$ cat config.mk
export PLATFORM = sky130hd
export DESIGN_NAME = lamport_mutex_node_top
export DESIGN_NICKNAME = d
export VERILOG_FILES = /design/src/hw/rtl/lmn_pkg.sv /design/src/hw/rtl/lmn_in_stage.sv /design/src/hw/rtl/lmn_core.sv /design/src/hw/rtl/lmn_out_stage.sv /design/src/hw/rtl/lamport_mutex_node_top.sv
export SDC_FILE = /design/constraint.sdc
export NUM_CORES = 1
export LEC_CHECK = 0
export BUFFER_PORTS_ARGS = -buffer_cell sky130_fd_sc_hd__buf_2
export CAP_MARGIN = 20
export CORE_UTILIZATION = 45
export DETAILED_ROUTE_END_ITERATION = 8
export MAX_ROUTING_LAYER = met4
export PLACE_DENSITY = 0.66
export SYNTH_ARGS = -nofsm -noshare
export SYNTH_HDL_FRONTEND = slang
export SYNTH_HIERARCHICAL = 1
export SYNTH_SLANG_ARGS = --single-unit
$ cat constraint.sdc
create_clock -name clock -period 16.2 [get_ports clock]
set_input_delay 1.62 -clock clock [delete_from_list [all_inputs] [get_ports clock]]
set_output_delay 1.62 -clock clock [all_outputs]
set_load 0.01 [all_outputs]
$ cat src/hw/rtl/lmn_pkg.sv
// Shared types, codes and helpers for the Lamport mutual-exclusion node.
// No dependencies; every other file of the block imports this package.
`default_nettype none

package lmn_pkg;

   // Number of participating nodes, and the width of a slot index.
   localparam int unsigned NODES  = 3;
   localparam int unsigned IDX_W  = (NODES > 1) ? $clog2(NODES) : 1;

   // Fixed field widths.
   localparam int unsigned ID_W   = 4;
   localparam int unsigned TIME_W = 32;
   localparam int unsigned KIND_W = 3;
   localparam int unsigned SEND_W = 3;
   localparam int unsigned STAT_W = 2;

   localparam logic [TIME_W-1:0] CLOCK_MAX = '1;
   localparam logic [ID_W:0]     NODES_LIM = (ID_W + 1)'(NODES);

   // Event kinds.
   localparam logic [KIND_W-1:0] EV_TICK       = 3'd0;
   localparam logic [KIND_W-1:0] EV_LOCAL_REQ  = 3'd1;
   localparam logic [KIND_W-1:0] EV_LOCAL_REL  = 3'd2;
   localparam logic [KIND_W-1:0] EV_PEER_REQ   = 3'd3;
   localparam logic [KIND_W-1:0] EV_PEER_REL   = 3'd4;
   localparam logic [KIND_W-1:0] EV_PEER_REPLY = 3'd5;

   // Outgoing message kinds.
   localparam logic [SEND_W-1:0] SEND_NONE    = 3'd0;
   localparam logic [SEND_W-1:0] SEND_REQUEST = 3'd1;
   localparam logic [SEND_W-1:0] SEND_RELEASE = 3'd2;
   localparam logic [SEND_W-1:0] SEND_REPLY   = 3'd3;
   localparam logic [SEND_W-1:0] SEND_ENTERED = 3'd4;

   // Status codes.
   localparam logic [STAT_W-1:0] ST_OK        = 2'd0;
   localparam logic [STAT_W-1:0] ST_ALREADY   = 2'd1;
   localparam logic [STAT_W-1:0] ST_NO_REQ    = 2'd2;

   typedef struct packed {
      logic [KIND_W-1:0] kind;
      logic [ID_W-1:0]   sender;
      logic [TIME_W-1:0] msg_time;
   } lmn_event_type;

   typedef struct packed {
      logic [SEND_W-1:0] send_kind;
      logic [TIME_W-1:0] send_time;
      logic [ID_W-1:0]   send_dest;
      logic [TIME_W-1:0] clock_now;
      logic              entered;
      logic [STAT_W-1:0] status;
   } lmn_result_type;

   // Saturating Lamport clock increment.
   function automatic logic [TIME_W-1:0] sat_inc(input logic [TIME_W-1:0] v);
      return (v == CLOCK_MAX) ? v : v + TIME_W'(1);
   endfunction

endpackage

`default_nettype wire

$ cat src/hw/rtl/lmn_in_stage.sv
// Input register of the mutex node: holds one accepted event.
// Depends on lmn_pkg.
`default_nettype none

module lmn_in_stage (
   input  wire logic                      clock,
   input  wire logic                      reset,
   input  wire logic                      req_valid,
   output logic                           req_stall,
   input  wire logic [lmn_pkg::KIND_W-1:0] req_kind,
   input  wire logic [lmn_pkg::ID_W-1:0]   req_sender,
   input  wire logic [lmn_pkg::TIME_W-1:0] req_msg_time,
   input  wire logic                      out_free,
   output logic                           fire,
   output lmn_pkg::lmn_event_type         evt
);
   import lmn_pkg::*;

   logic          valid_ff, valid_in;
   lmn_event_type evt_ff;
   logic          take;

   assign fire      = valid_ff && out_free;
   assign req_stall = valid_ff && !out_free;
   assign take      = req_valid && !req_stall;
   assign evt       = evt_ff;

   always_comb begin
      valid_in = valid_ff;
      if (take) begin
         valid_in = 1'b1;
      end else if (fire) begin
         valid_in = 1'b0;
      end
   end

   always_ff @(posedge clock) begin
      if (reset) begin
         valid_ff <= 1'b0;
      end else begin
         valid_ff <= valid_in;
      end
   end

   always_ff @(posedge clock) begin
      if (take) begin
         evt_ff.kind     <= req_kind;
         evt_ff.sender   <= req_sender;
         evt_ff.msg_time <= req_msg_time;
      end
   end

endmodule

`default_nettype wire

$ cat src/hw/rtl/lmn_core.sv
// Node state and per-event update: Lamport clock, request queue, replies.
// Depends on lmn_pkg.
`default_nettype none

module lmn_core (
   input  wire logic                     clock,
   input  wire logic                     reset,
   input  wire logic                     fire,
   input  wire lmn_pkg::lmn_event_type   evt,
   input  wire logic                     csr_wr_en,
   input  wire logic [lmn_pkg::ID_W-1:0] csr_wr_data,
   output lmn_pkg::lmn_result_type       result
);
   import lmn_pkg::*;

   logic [ID_W-1:0]   node_id_ff;
   logic [TIME_W-1:0] clk_ff, clk_in;
   logic [NODES-1:0]  qv_ff, qv_in;
   logic [TIME_W-1:0] qt_ff [NODES];
   logic [TIME_W-1:0] qt_in [NODES];
   logic [TIME_W-1:0] own_time_ff, own_time_in;
   logic [NODES-1:0]  rv_ff, rv_in, rv_upd;
   logic [TIME_W-1:0] rt_ff [NODES];
   logic [TIME_W-1:0] rt_in [NODES];

   logic [IDX_W-1:0]  own_idx, snd_idx;
   logic              own_ok, peer_ok;
   logic [TIME_W-1:0] local_inc, peer_max, peer_inc;
   logic              ent_check, grant;
   lmn_result_type    res_pre;

   logic              head_found, replies_ok;
   logic [TIME_W-1:0] head_time;
   logic [IDX_W-1:0]  head_idx;

   assign own_idx   = node_id_ff[IDX_W-1:0];
   assign snd_idx   = evt.sender[IDX_W-1:0];
   assign own_ok    = {1'b0, node_id_ff} < NODES_LIM;
   assign peer_ok   = ({1'b0, evt.sender} < NODES_LIM) && (evt.sender != node_id_ff);
   assign local_inc = sat_inc(clk_ff);
   assign peer_max  = (evt.msg_time > clk_ff) ? evt.msg_time : clk_ff;
   assign peer_inc  = sat_inc(peer_max);

   // Event update, before the entry check.
   always_comb begin
      clk_in      = clk_ff;
      qv_in       = qv_ff;
      qt_in       = qt_ff;
      own_time_in = own_time_ff;
      rv_upd      = rv_ff;
      rt_in       = rt_ff;
      ent_check   = 1'b0;
      res_pre     = '0;
      case (evt.kind)
         EV_TICK: begin
            clk_in = local_inc;
         end
         EV_LOCAL_REQ: begin
            if (own_ok) begin
               if (qv_ff[own_idx]) begin
                  res_pre.status = ST_ALREADY;
               end else begin
                  clk_in            = local_inc;
                  qv_in[own_idx]    = 1'b1;
                  qt_in[own_idx]    = local_inc;
                  own_time_in       = local_inc;
                  res_pre.send_kind = SEND_REQUEST;
                  res_pre.send_time = local_inc;
               end
            end
         end
         EV_LOCAL_REL: begin
            if (own_ok) begin
               rv_upd = '0;
               if (!qv_ff[own_idx]) begin
                  res_pre.status = ST_NO_REQ;
               end else begin
                  clk_in            = local_inc;
                  qv_in[own_idx]    = 1'b0;
                  own_time_in       = CLOCK_MAX;
                  res_pre.send_kind = SEND_RELEASE;
                  res_pre.send_time = local_inc;
               end
            end
         end
         EV_PEER_REQ: begin
            if (peer_ok) begin
               clk_in            = peer_inc;
               qv_in[snd_idx]    = 1'b1;
               qt_in[snd_idx]    = evt.msg_time;
               res_pre.send_kind = SEND_REPLY;
               res_pre.send_time = peer_inc;
               res_pre.send_dest = evt.sender;
            end
         end
         EV_PEER_REL: begin
            if (peer_ok) begin
               clk_in         = peer_inc;
               qv_in[snd_idx] = 1'b0;
               ent_check      = own_ok;
            end
         end
         EV_PEER_REPLY: begin
            if (peer_ok) begin
               clk_in         = peer_inc;
               rv_upd[snd_idx] = 1'b1;
               rt_in[snd_idx]  = evt.msg_time;
               ent_check       = own_ok;
            end
         end
         default: begin
         end
      endcase
      res_pre.clock_now = clk_in;
   end

   // Entry check on the updated state: queue head, ties to the lower slot.
   always_comb begin
      head_found = 1'b0;
      head_time  = '0;
      head_idx   = '0;
      replies_ok = 1'b1;
      for (int i = 0; i < NODES; i++) begin
         if (qv_in[i] && (!head_found || qt_in[i] < head_time)) begin
            head_found = 1'b1;
            head_time  = qt_in[i];
            head_idx   = IDX_W'(i);
         end
      end
      for (int i = 0; i < NODES; i++) begin
         if (IDX_W'(i) != own_idx && (!rv_upd[i] || rt_in[i] <= own_time_ff)) begin
            replies_ok = 1'b0;
         end
      end
      grant = ent_check && head_found && (head_idx == own_idx) && replies_ok;
   end

   always_comb begin
      rv_in  = grant ? '0 : rv_upd;
      result = res_pre;
      if (grant) begin
         result.send_kind = SEND_ENTERED;
         result.entered   = 1'b1;
      end
   end

   always_ff @(posedge clock) begin
      if (reset) begin
         node_id_ff  <= '0;
         clk_ff      <= '0;
         qv_ff       <= '0;
         own_time_ff <= CLOCK_MAX;
         rv_ff       <= '0;
      end else begin
         if (csr_wr_en) begin
            node_id_ff <= csr_wr_data;
         end
         if (fire) begin
            clk_ff      <= clk_in;
            qv_ff       <= qv_in;
            own_time_ff <= own_time_in;
            rv_ff       <= rv_in;
         end
      end
   end

   // Timestamps are only read behind their valid bits.
   always_ff @(posedge clock) begin
      if (fire) begin
         qt_ff <= qt_in;
         rt_ff <= rt_in;
      end
   end

endmodule

`default_nettype wire

$ cat src/hw/rtl/lmn_out_stage.sv
// Result register of the mutex node: holds one result until transferred.
// Depends on lmn_pkg.
`default_nettype none

module lmn_out_stage (
   input  wire logic                       clock,
   input  wire logic                       reset,
   input  wire logic                       fire,
   input  wire lmn_pkg::lmn_result_type    result,
   output logic                            out_free,
   output logic                            rsp_valid,
   input  wire logic                       rsp_stall,
   output logic [lmn_pkg::SEND_W-1:0]      rsp_send_kind,
   output logic [lmn_pkg::TIME_W-1:0]      rsp_send_time,
   output logic [lmn_pkg::ID_W-1:0]        rsp_send_dest,
   output logic [lmn_pkg::TIME_W-1:0]      rsp_clock_now,
   output logic                            rsp_entered,
   output logic [lmn_pkg::STAT_W-1:0]      rsp_status
);
   import lmn_pkg::*;

   logic           valid_ff, valid_in;
   lmn_result_type res_ff;

   assign out_free = !valid_ff || !rsp_stall;

   always_comb begin
      valid_in = valid_ff;
      if (fire) begin
         valid_in = 1'b1;
      end else if (!rsp_stall) begin
         valid_in = 1'b0;
      end
   end

   always_ff @(posedge clock) begin
      if (reset) begin
         valid_ff <= 1'b0;
      end else begin
         valid_ff <= valid_in;
      end
   end

   always_ff @(posedge clock) begin
      if (fire) begin
         res_ff <= result;
      end
   end

   assign rsp_valid     = valid_ff;
   assign rsp_send_kind = res_ff.send_kind;
   assign rsp_send_time = res_ff.send_time;
   assign rsp_send_dest = res_ff.send_dest;
   assign rsp_clock_now = res_ff.clock_now;
   assign rsp_entered   = res_ff.entered;
   assign rsp_status    = res_ff.status;

endmodule

`default_nettype wire

$ cat src/hw/rtl/lamport_mutex_node_top.sv
// Lamport mutual-exclusion node, top level. Uses lmn_pkg, lmn_in_stage, lmn_core, lmn_out_stage.
// Event held in the input register, then its result in the result register: two register stages.
// One event per cycle unless stalled; state update and queue-head search are combinational.
// Reset (synchronous, active high): clock 0, queue and replies empty, own request time all
// ones, node_id 0, both stages empty. No clearing pass: the block takes events right away.
`default_nettype none

module lamport_mutex_node_top (
   input  wire logic                       clock,
   input  wire logic                       reset,
   // event channel
   input  wire logic                       req_valid,
   output logic                            req_stall,
   input  wire logic [lmn_pkg::KIND_W-1:0] req_kind,
   input  wire logic [lmn_pkg::ID_W-1:0]   req_sender,
   input  wire logic [lmn_pkg::TIME_W-1:0] req_msg_time,
   // result channel
   output logic                            rsp_valid,
   input  wire logic                       rsp_stall,
   output logic [lmn_pkg::SEND_W-1:0]      rsp_send_kind,
   output logic [lmn_pkg::TIME_W-1:0]      rsp_send_time,
   output logic [lmn_pkg::ID_W-1:0]        rsp_send_dest,
   output logic [lmn_pkg::TIME_W-1:0]      rsp_clock_now,
   output logic                            rsp_entered,
   output logic [lmn_pkg::STAT_W-1:0]      rsp_status,
   // node_id register
   input  wire logic                       csr_wr_en,
   input  wire logic [lmn_pkg::ID_W-1:0]   csr_wr_data
);
   import lmn_pkg::*;

   // fire: the held event is applied to the node state and its result
   // moves into the result register in the same edge.
   logic           fire;
   // out_free: the result register is empty or is being transferred now.
   logic           out_free;
   lmn_event_type  evt;
   lmn_result_type result;

   // Hold one accepted event; stall the sender only while both stages are full
   // and the result side is stalled.
   lmn_in_stage u_in (
      .clock        (clock),
      .reset        (reset),
      .req_valid    (req_valid),
      .req_stall    (req_stall),
      .req_kind     (req_kind),
      .req_sender   (req_sender),
      .req_msg_time (req_msg_time),
      .out_free     (out_free),
      .fire         (fire),
      .evt          (evt)
   );

   // Advance the clock, queue and reply table; decide entry on the updated state.
   lmn_core u_core (
      .clock       (clock),
      .reset       (reset),
      .fire        (fire),
      .evt         (evt),
      .csr_wr_en   (csr_wr_en),
      .csr_wr_data (csr_wr_data),
      .result      (result)
   );

   // Register the result; it waits here while the receiver stalls.
   lmn_out_stage u_out (
      .clock         (clock),
      .reset         (reset),
      .fire          (fire),
      .result        (result),
      .out_free      (out_free),
      .rsp_valid     (rsp_valid),
      .rsp_stall     (rsp_stall),
      .rsp_send_kind (rsp_send_kind),
      .rsp_send_time (rsp_send_time),
      .rsp_send_dest (rsp_send_dest),
      .rsp_clock_now (rsp_clock_now),
      .rsp_entered   (rsp_entered),
      .rsp_status    (rsp_status)
   );

endmodule

`default_nettype wire

* Word level (Yosys, flattened, before mapping)
Index checks and enable logic that the tools add are counted. W data, S select, Z words.
Word-level totals: output and inout port bits 76, flip-flop bits (word level) 381, word-level logic and storage cells 176, input bits 48
Cells by class: add/subtract/negate cells 2, equality and inequality tests 16, reduce and logical (&&, ||, !) cells 39, bitwise operators 9, muxes and demuxes 72, magnitude comparators 16
Operators with widths (number):
- $mux W32 | 16
- $mux W96 | 5
- $bwmux W96 | 3
- $pmux W96 S2 | 1
- $demux W32 S2 | 2
- $pmux W32 S4 | 1
- $pmux W35 S3 | 1
- $le A32 B32 Y1 | 3
- $mux W33 | 2
- $add A32 B1 Y32 const B | 2
- $eq A32 B32 Y1 const B | 2
- $lt A32 B32 Y1 | 2
- $pmux W32 S2 | 1
- $mux W38 | 1
- $mux W35 | 1
- $mux W34 | 1
- $gt A32 B32 Y1 | 1
- $mux W3 | 9
- $mux W1 | 18
- $logic_and A1 B1 Y1 | 16
- $pmux W3 S4 | 1
- $logic_not A1 Y1 | 9
- $or A3 B3 Y3 | 3
- $lt A4 B2 Y1 const B | 2
- other kinds (28) | 51

* Depth between registers and ports, before layout
Gate-level depths: netlist of the first run.
depth in word-level cells 22, gate-level depth with buffers 36, depth with buffers taken out 33

* Modules after synthesis
Netlist of the first run, hierarchy kept.
By module, submodules not included:
- lmn_core | area each 21603.2 µm², cells each 2509, instances 1, seq. area each 7247.0 µm²
- lmn_out_stage | area each 2254.7 µm², cells each 78, instances 1, seq. area each 2242.2 µm²
- lmn_in_stage | area each 1227.4 µm², cells each 44, instances 1, seq. area each 1191.1 µm²

* Worst setup path before layout of the first run
OpenSTA, ideal clock, no wires.
path kind input port to flip-flop, from in rsp_stall, to reg u_core.own_time_ff[10], slack 5196 ps, cell stages on the path 8, buffers on the path 1, data arrival time 10875 ps, library setup time 129 ps, required time 16071 ps, cell sequence nand2_1 > and2_1 > clkinv_1 > nor2_1 > o21ai_1 > clkbuf_1 > o22ai_1 > nand2_1
Between the ends: cells in the longest elaborated chain, start to end 4
Ends and longest elaborated chain:
- start: declaration | RTL line lamport_mutex_node_top.sv:19 | input wire logic rsp_stall,
- $logic_not A1 Y1 | RTL line lmn_out_stage.sv:25 | assign out_free = !valid_ff || !rsp_stall;
- $logic_or A1 B1 Y1 | RTL line lmn_out_stage.sv:25
- $logic_and A1 B1 Y1 | RTL line lmn_in_stage.sv:23 | assign fire = valid_ff && out_free;
- named net fire | RTL line lamport_mutex_node_top.sv:34 | logic fire;
- $reduce_and A6 Y1 (no line)
- end signal: assignment | RTL line lmn_core.sv:161 | own_time_ff <= own_time_in;
- end: declaration | RTL line lmn_core.sv:21 | logic [TIME_W-1:0] own_time_ff, own_time_in;
The timed path passes the listed nets, and every way through them passes these cells. A chain may end at the register's enable or synchronous reset.

==> results of run 1 <==
## area by class of cell
type                       count  share of cell area
clock inverter                21             0.00643
antenna                        4            0.000357
tap                          748              0.0334
sequential                   381               0.381
clock buffer                  60              0.0436
inverter                     100              0.0134
timing repair buffer         203              0.0433
multi-input combinational   1964               0.478
## state kept, by name (all words and copies together), names as in the netlist, 4 cells and up
register	flops
u_core/qt_ff	96
u_in/evt	39
u_out/rsp_clock_now	32
u_out/rsp_send_dest	4
u_core/own_time_ff	32
u_core/clk_ff	32
u_core/rt_ff	96
u_out/rsp_send_time	32
u_core/node_id_ff	4
## cells in the mapped netlist (all sizes together) (12+ instances only)
cell / instances / share of area
o22ai: 142 / 0.035
clkbuf: 147 / 0.022
xnor2: 68 / 0.024
o21ai: 169 / 0.034
nor4: 13 / 0.0041
and3: 18 / 0.0045
nand3: 60 / 0.012
o211a: 16 / 0.0064
o21a: 25 / 0.0075
nor2: 187 / 0.028
o221ai: 12 / 0.0042
and2: 13 / 0.0032
mux2i: 36 / 0.014
dfxtp: 76 / 0.061
inv: 94 / 0.014
a221oi: 17 / 0.0059
and4: 18 / 0.0063
a21oi: 141 / 0.028
mux2: 103 / 0.046
o211ai: 25 / 0.0077
nand2: 312 / 0.047
a31oi: 54 / 0.014
nor2b: 13 / 0.0035
edfxtp: 305 / 0.37
buf: 40 / 0.0081
nand4: 54 / 0.014
nor3: 51 / 0.010
a22oi: 15 / 0.0045
ha: 192 / 0.096
a211oi: 30 / 0.0094
a21o: 21 / 0.0063
## worst paths after layout
check | from | endpoint | slack [ps] | depth (start not counted)
worst max-delay path | u_core/clk_ff[0]$_SDFFE_PP0P_ | u_core/rv_ff[1]$_SDFFE_PP0P_ | 6830 | 31
worst min-delay path | u_core/own_time_ff[29]$_SDFFE_PP1P_ | u_core/own_time_ff[29]$_SDFFE_PP1P_ | 490 | 2
worst max register to register | u_core/clk_ff[0]$_SDFFE_PP0P_ | u_core/rv_ff[1]$_SDFFE_PP0P_ | 6830 | 31
worst min register to register | u_core/own_time_ff[29]$_SDFFE_PP1P_ | u_core/own_time_ff[29]$_SDFFE_PP1P_ | 490 | 2
## routing by layer
layer  GRT usage  up-vias
met1       0.434    11188
met5           -        -
met2       0.533     1563
met4       0.209        0
met3      0.0849      326
li1            -    10126
## through the flow
step	instances	hold WS, ps	utilization	setup WS (ps)	power (mW)
finish	3481	493	0.508	6830	2.58
global route	3478	523	0.508	6320	2.66
CTS	3477	495	0.508	7090	2.58
detailed placement	3396	479	0.483	7130	1.60
global placement	3395	476	0.483	7200	1.59
floorplan	2632	461	-	5200	1.44
## critical path: cells and delay by family, from the launching register on
| family | cells | cell delay [ps] |
|---|---|---|
| AOI/OAI and AO/OA | 12 | 2640 |
| xor gates and xnor gates | 1 | 640 |
| and+or+nand+nor | 13 | 3970 |
| adders and majority gates | 3 | 840 |
| DFF | 1 | 700 |
| buffers and inverters | 2 | 440 |
## kinds of logic (layout without fill, tap and decap cells)
kind of cell	Yosys count	in the layout	synth area share
other	1	6	0.000149
adders and majority gates	192	192	0.0958
DFF	381	381	0.426
xor gates and xnor gates	72	72	0.0251
and+or+nand+nor	777	777	0.144
buffers and inverters	287	384	0.0450
AOI/OAI and AO/OA	782	782	0.204
muxes	139	139	0.0606
## power groups by stage
stage | logic [mW] | clock network [mW] | registers (mW)
floorplan | 0.274 | 0 | 1.17
global placement | 0.423 | 0 | 1.16
detailed placement | 0.431 | 0 | 1.17
CTS | 0.433 | 0.999 | 1.15
global route | 0.477 | 1.03 | 1.15
finish | 0.449 | 0.987 | 1.15
==> results.md, run 1 <==
Global routing:
- The overall global routing resource usage is 0.355.
- The overflow left after global routing is 0.
- The maximum number of pins on one net before global-route repair is 78.
- The first global-routing pass estimated 144000 um of wire.
- The number of global-route vias before repair is 21.7k.
- The initial antenna violation count is 3.

Clocking:
- The maximum clock path buffer count is 3.
- The clock-pin transition on the worst setup and hold timing paths is 60 ps.
- After clock tree synthesis, the repair step resized 0 gates.
- For the worst-skew pair, the clock arrives at the later sink with an insertion delay of 590 ps.
- TritonCTS built the clock tree.
- The H-tree depth is 2.
- Clock tree synthesis found a total of 381 sinks.
- The root buffer selected by CTS is clkbuf_16.
- Buffers inserted during clock tree synthesis total 44.
- The setup fix buffers added after clock tree synthesis is 0.
- For this design, the CTS-stage hold fixing added 0 buffers.

STA:
- For this run, the top clock speed supported by timing is 107 MHz.
- The number of hold violations in the final report is 0.
- Setup repair after global routing left no endpoint under its margin.
- The number of slew-limit violations in the final report is 0.
- Subtracting the final worst setup slack from the clock period gives 9370 ps.
- In the finished design, the share of the clock period the worst path needs comes to 0.578.
- The worst pin sits at a relative slew slack of 0.202.
- The summed negative setup slack over all endpoints is 0 ps.
- The number of failing setup endpoints in the final timing report is 0.
- The clock arrives with 13.0 ps of skew.
- The slew at the pin closest to its max-slew limit is 1170 ps.

Critical path:
- The kind of capture point of the worst setup path is a register.
- The arrival time at the worst endpoint is 9890 ps.
- In this run the worst path has a maximum fanout of 56.
- For this run, the slowest stage of the critical path takes 910 ps.
- For the worst setup path, the data required time is 16730 ps.
- On the critical path, the stage with the largest delay is an instance of and2_2.
- The kind of critical path is reg2reg.
- STA classifies the critical path startpoint as a register.

Power and ir drop:
- The peak ir drop on the vdd network is 0.0651 mV.
- The fraction of power spent switching nets is 0.295.
- The part of the power in the clock network is 0.382.
- Of the total power, combinational logic draws 0.174.
- The portion of total power attributed to sequential cells is 0.444.
- The internal portion of total power is 1.82 mW.
- The reported leakage power is 10.8 nW.
- Summed over all nets, the switching power comes to 763 uW.
- The cell area power density is 92.2 nW/um^2.

Detailed routing:
- The first TritonRoute pass finished after 8 iterations.
- The met3 wire length is 10800 um.
- The via count normalized by instance count is 6.67.
- The wire length on met1 is 38500 um.
- The top layer reached by signal wires is met4.
- For this run, design rule violations remaining after detail routing come to 0.
- The total number of vias is 23.2k.
- The routed length per instance is 28.7 um.
- The count of nets left with antenna violations once routing finished came out at 0.
- The violation count after the first detailed-route iteration is 2967.
- The routed length on met2 is 43800 um.
- The overall routed net length is 99900 um.

Placement:
- The number of buffers inserted by port buffering is 123.
- The half-perimeter wire length after detailed placement is 69600 um.
- The congestion estimate from routability-driven global placement came to 1.05.
- The instance area after placement is 26600 um^2.

Synthesis:
- Counting flops with a built-in enable in the synthesized netlist gives 305.
- The number of synthesis warnings is 6.
- The mean post-synth cell area is 9.53 um^2.
- The number of library cell types mapped by synthesis is 89.
- Summing every instance area after synthesis gives 25100 um^2.
- The share of synthesized flip-flops with an asynchronous set or reset is 0.
- In the synthesized netlist, the number of instances is 2631.
- The sequential-to-total area share from yosys stat is 0.426.
- The synthesis-stage register bit count is 381.
- The most used flip-flop cell after synthesis is edfxtp_1.

Cells and area:
- The total non-filler cell area in the finished layout is 28000 um^2.
- The net count of the finished layout is 2934.
- In the layout the commonest cells are nand2_1 (312), edfxtp_1 (305), ha_1 (192), nor2_1 (180), o21ai_0 (163).
- Across the whole layout, storage elements account for 10700 um^2.
- The area growth from synthesis to layout is 11.7%.
- After filler insertion, the fill cell instance count of the layout stands at 5072.
- The area of the multi-input gates is 13400 um^2.
- The proportion of layout cells with a drive suffix above 1 is 0.156.
- Leaving out fill and tap cells, the most frequent cell in the layout is nand2_1.

Die:
- The initial standard-cell utilization of the core is 0.455.
- The total area inside the core boundary comes to 55100 um^2.
- The die covers 56700 um^2.
- The die is 238 um wide.
- During I/O placement, the number of pins put on the boundary was 124.
- The die is 238 um tall.
- The number of standard-cell rows in the floorplan is 86.

Status:
- The run finished with clean final reports.

Worst hold path:
- The worst hold path class is reg2reg.

Job:
- Max-cap violations in this run came to 0.
Power figures use the tool's default switching activity.
==> inputs of run 2 (changes only) <==
- PLACE_DENSITY: 0.66 -> 0.68
- clock period: 16.2 -> 7.7 ns (I/O delays scaled with it)
==> run 2 against run 1 <==
  * Combinational power is 120% higher
  * Global-route usage up 1.4 points
  * Worst hold slack lost 170 ps
  * Design area increased by 3.9%
  * Wire length grew 3.6%
  * Flip-flop and latch count did not move
  * Critical path depth increased by 2
  * Register-to-register slack worse by 6500 ps
  * Sequential share of layout area fell by 1.4 points
  * Setup slack got worse by 6500 ps
  * Utilization increased by 2.0 points
==> results.md, run 2 (synthesis gave the netlist of run 1 again) <==
STA:
- Final hold analysis gives a worst-case slack of 326 ps.
- The setup clock skew after layout is 36.9 ps.
- After routing, the total negative slack on setup checks comes to 0 ps.
- Static timing analysis puts the maximum clock frequency at 135 MHz.
- The number of slew-limit violations in the final report was 0.
- At the pin with the least slew margin, the transition time is 1220 ps.
- Setup repair after global routing left no endpoint under its margin.
- Counting I/O delays and the setup requirement, the final critical path takes 7410 ps.
- The number of hold violations in the final report is 0.
- The number of failing setup endpoints in the final timing report is 0.
- The share of the clock period used by the worst path is 0.962.
- Headroom to the max-slew limit came out at 0.183.

Power and ir drop:
- In this run the power spent charging and discharging nets is 1.66 mW.
- The combinational share of power is 0.178.
- The fraction of power spent switching nets is 0.298.
- The internal portion of total power is 3.91 mW.
- The portion of total power attributed to sequential cells is 0.439.
- The reported leakage power is 11.5 nW.
- The share of total power dissipated in the clock network is 0.383.
- For this design the ratio of total power to cell area is 191 nW/um^2.
- Across the VDD grid, the largest voltage drop is 0.189 mV.

Die:
- Pin placement for this block handled 124 I/O pins.
- The initial standard-cell utilization of the core is 0.455.
- The floorplan has 86 rows.
- The floorplan core area is 55100 um^2.
- The floorplan step defined a die boundary enclosing 56700 um^2.
- The floorplan step set the die height to 238 um.
- The die boundary width is 238 um.

Detailed routing:
- The number of search-and-repair iterations in the first detailed-routing pass is 9.
- The number of remaining DRC errors is 0.
- After detailed routing, the number of vias per cell comes to 6.62.
- After detailed routing, the average wire length per cell comes to 28.8 um.
- For this block, the routed nets add up to 103000 um of wire.
- The total number of vias is 23.8k.
- The violation count after the first detailed-route iteration is 3208.
- The count of nets left with antenna violations once routing finished came out at 0.

Placement:
- Detailed placement finished with a half-perimeter wire length of 75500 um.
- The routability-driven placement congestion ratio is 1.08.
- Port buffering added 123 buffers.

Job:
- Across the run, the number of max-cap violations was 0.

Clocking:
- The clock drives 381 sinks.
- No sink is reached through more buffers than the 3 on the longest clock path.
- After clock tree synthesis, the clock-pin slew on the worst setup and hold paths is 60 ps.
- The TritonCTS buffer count is 44.
- The clock tree from TritonCTS is built.
- The H-tree was split into 2 levels.
- The source-to-sink clock delay at the later pin of the worst-skew pair is 620 ps.
- The root buffer selected by CTS is clkbuf_16.
- The hold-fix buffer count after cts is 0.

Status:
- The flow ran to the end, and the final reports show no timing, DRC or antenna violations.

Critical path:
- In this design, the stage delay of the slowest critical-path cell is 560 ps.
- The kind of critical path is reg2reg.
- The origin of the worst setup path is u_core/clk_ff[12]$_SDFFE_PP0P_.
- The slowest library cell on the worst path is nor3_1.
- In this run the worst path has a maximum fanout of 30.
- The arrival time at the worst endpoint is 7920 ps.
- The worst setup path is captured at a register.
- At the worst endpoint, the required time is 8210 ps.
- The worst setup path is launched from a register.
- In this run the critical register-to-register path is launched from u_core/clk_ff[12]$_SDFFE_PP0P_.

Global routing:
- Across every metal layer, demand over resource in global routing totals 0.369.
- The total overflow left after global routing is 0.
- The number of global-route vias before repair came to 22.6k.
- The initial antenna violation count is 3.
- Entering global routing, the biggest net connects 122 pins.
- The first-pass GRT wire length is 149000 um.

Cells and area:
- Of the cells placed in the final design, the portion with a size suffix greater than 1 is 0.199.
- The library cell used most frequently in the layout, excluding fill and tap cells, is nand2_1.
- The area growth from synthesis to layout is 16.0%.
- For this run, the post-layout net count is 3050.
- In the layout the commonest cells are nand2_1 (312), edfxtp_1 (305), ha_1 (192), buf_4 (191), nor2_1 (180).
- The number of fill cells is 5041.

Worst hold path:
- In this run the most critical hold path is launched from req_msg_time[14].
- The worst hold path class is in2reg.
[run 2: final cells by class]
type                            count  area (um^2)  area share
Clock buffer                       53         1150      0.0397
Timing Repair Buffer              318         2110      0.0727
Clock inverter                     28          302      0.0104
Inverter                          100          375      0.0129
Multi-Input combinational cell   1965        13500       0.465
Antenna cell                        2         5.00    0.000172
Sequential cell                   381        10700       0.367
Tap cell                          748          936      0.0322
[run 2: path summary, 6_finish.rpt]
path                                         to  slack (ps)  depth (start not counted)
min reg2reg  u_core/own_time_ff[2]$_SDFFE_PP1P_         490                          2
min                      u_in/evt[14]$_DFFE_PP_         330                          1
max                u_core/rv_ff[2]$_SDFFE_PP0P_         290                         33
max reg2reg        u_core/rv_ff[2]$_SDFFE_PP0P_         290                         33
[run 2: power by group through the flow]
stage          Combinational, mW  Clock, mW  Sequential [mW]
6_report                   0.989       2.13             2.44
5_1_grt                     1.05       2.24             2.45
4_1_cts                    0.946       2.16             2.44
3_5_place_dp               0.941          0             2.48
3_3_place_gp               0.923          0             2.47
2_1_floorplan              0.576          0             2.44
[run 2: metal layers]
metal,wire (um),GRT usage,vias up
met5,0,-,-
met4,7830,0.236,0
met3,11400,0.0853,376
met2,44900,0.549,1565
met1,39300,0.452,11506
li1,-,-,10361
[run 2: repair_timing]
| action | in CTS | in global routing |
|---|---|---|
| buffers inserted | 0 | 3 |
| endpoints found under the setup margin | 0 | 5 |
| gates resized for setup | 0 | 31 |
[run 2: stage by stage]
| stage | std cells | total power, mW | util | instance area, um^2 | worst slack (ps) |
|---|---|---|---|---|---|
| floorplan | 2632 | 3.02 | - | 25100 | 948 |
| global placement | 3506 | 3.40 | 0.498 | 27500 | 101 |
| detailed placement | 3507 | 3.42 | 0.498 | 27500 | 32.6 |
| CTS | 3588 | 5.54 | 0.525 | 28900 | 32.5 |
| global route | 3594 | 5.74 | 0.528 | 29100 | 11.1 |
| finish | 3595 | 5.56 | 0.528 | 29100 | 290 |
[run 2: worst max-delay path: cells and delay by family, from the launching register on]
kind / cells / cell delay [ps]
flops: 1 / 480
xor+xnor: 1 / 200
buf+inv: 4 / 770
compound gates: 13 / 2360
simple gates: 13 / 3000
fa+ha+maj: 2 / 490
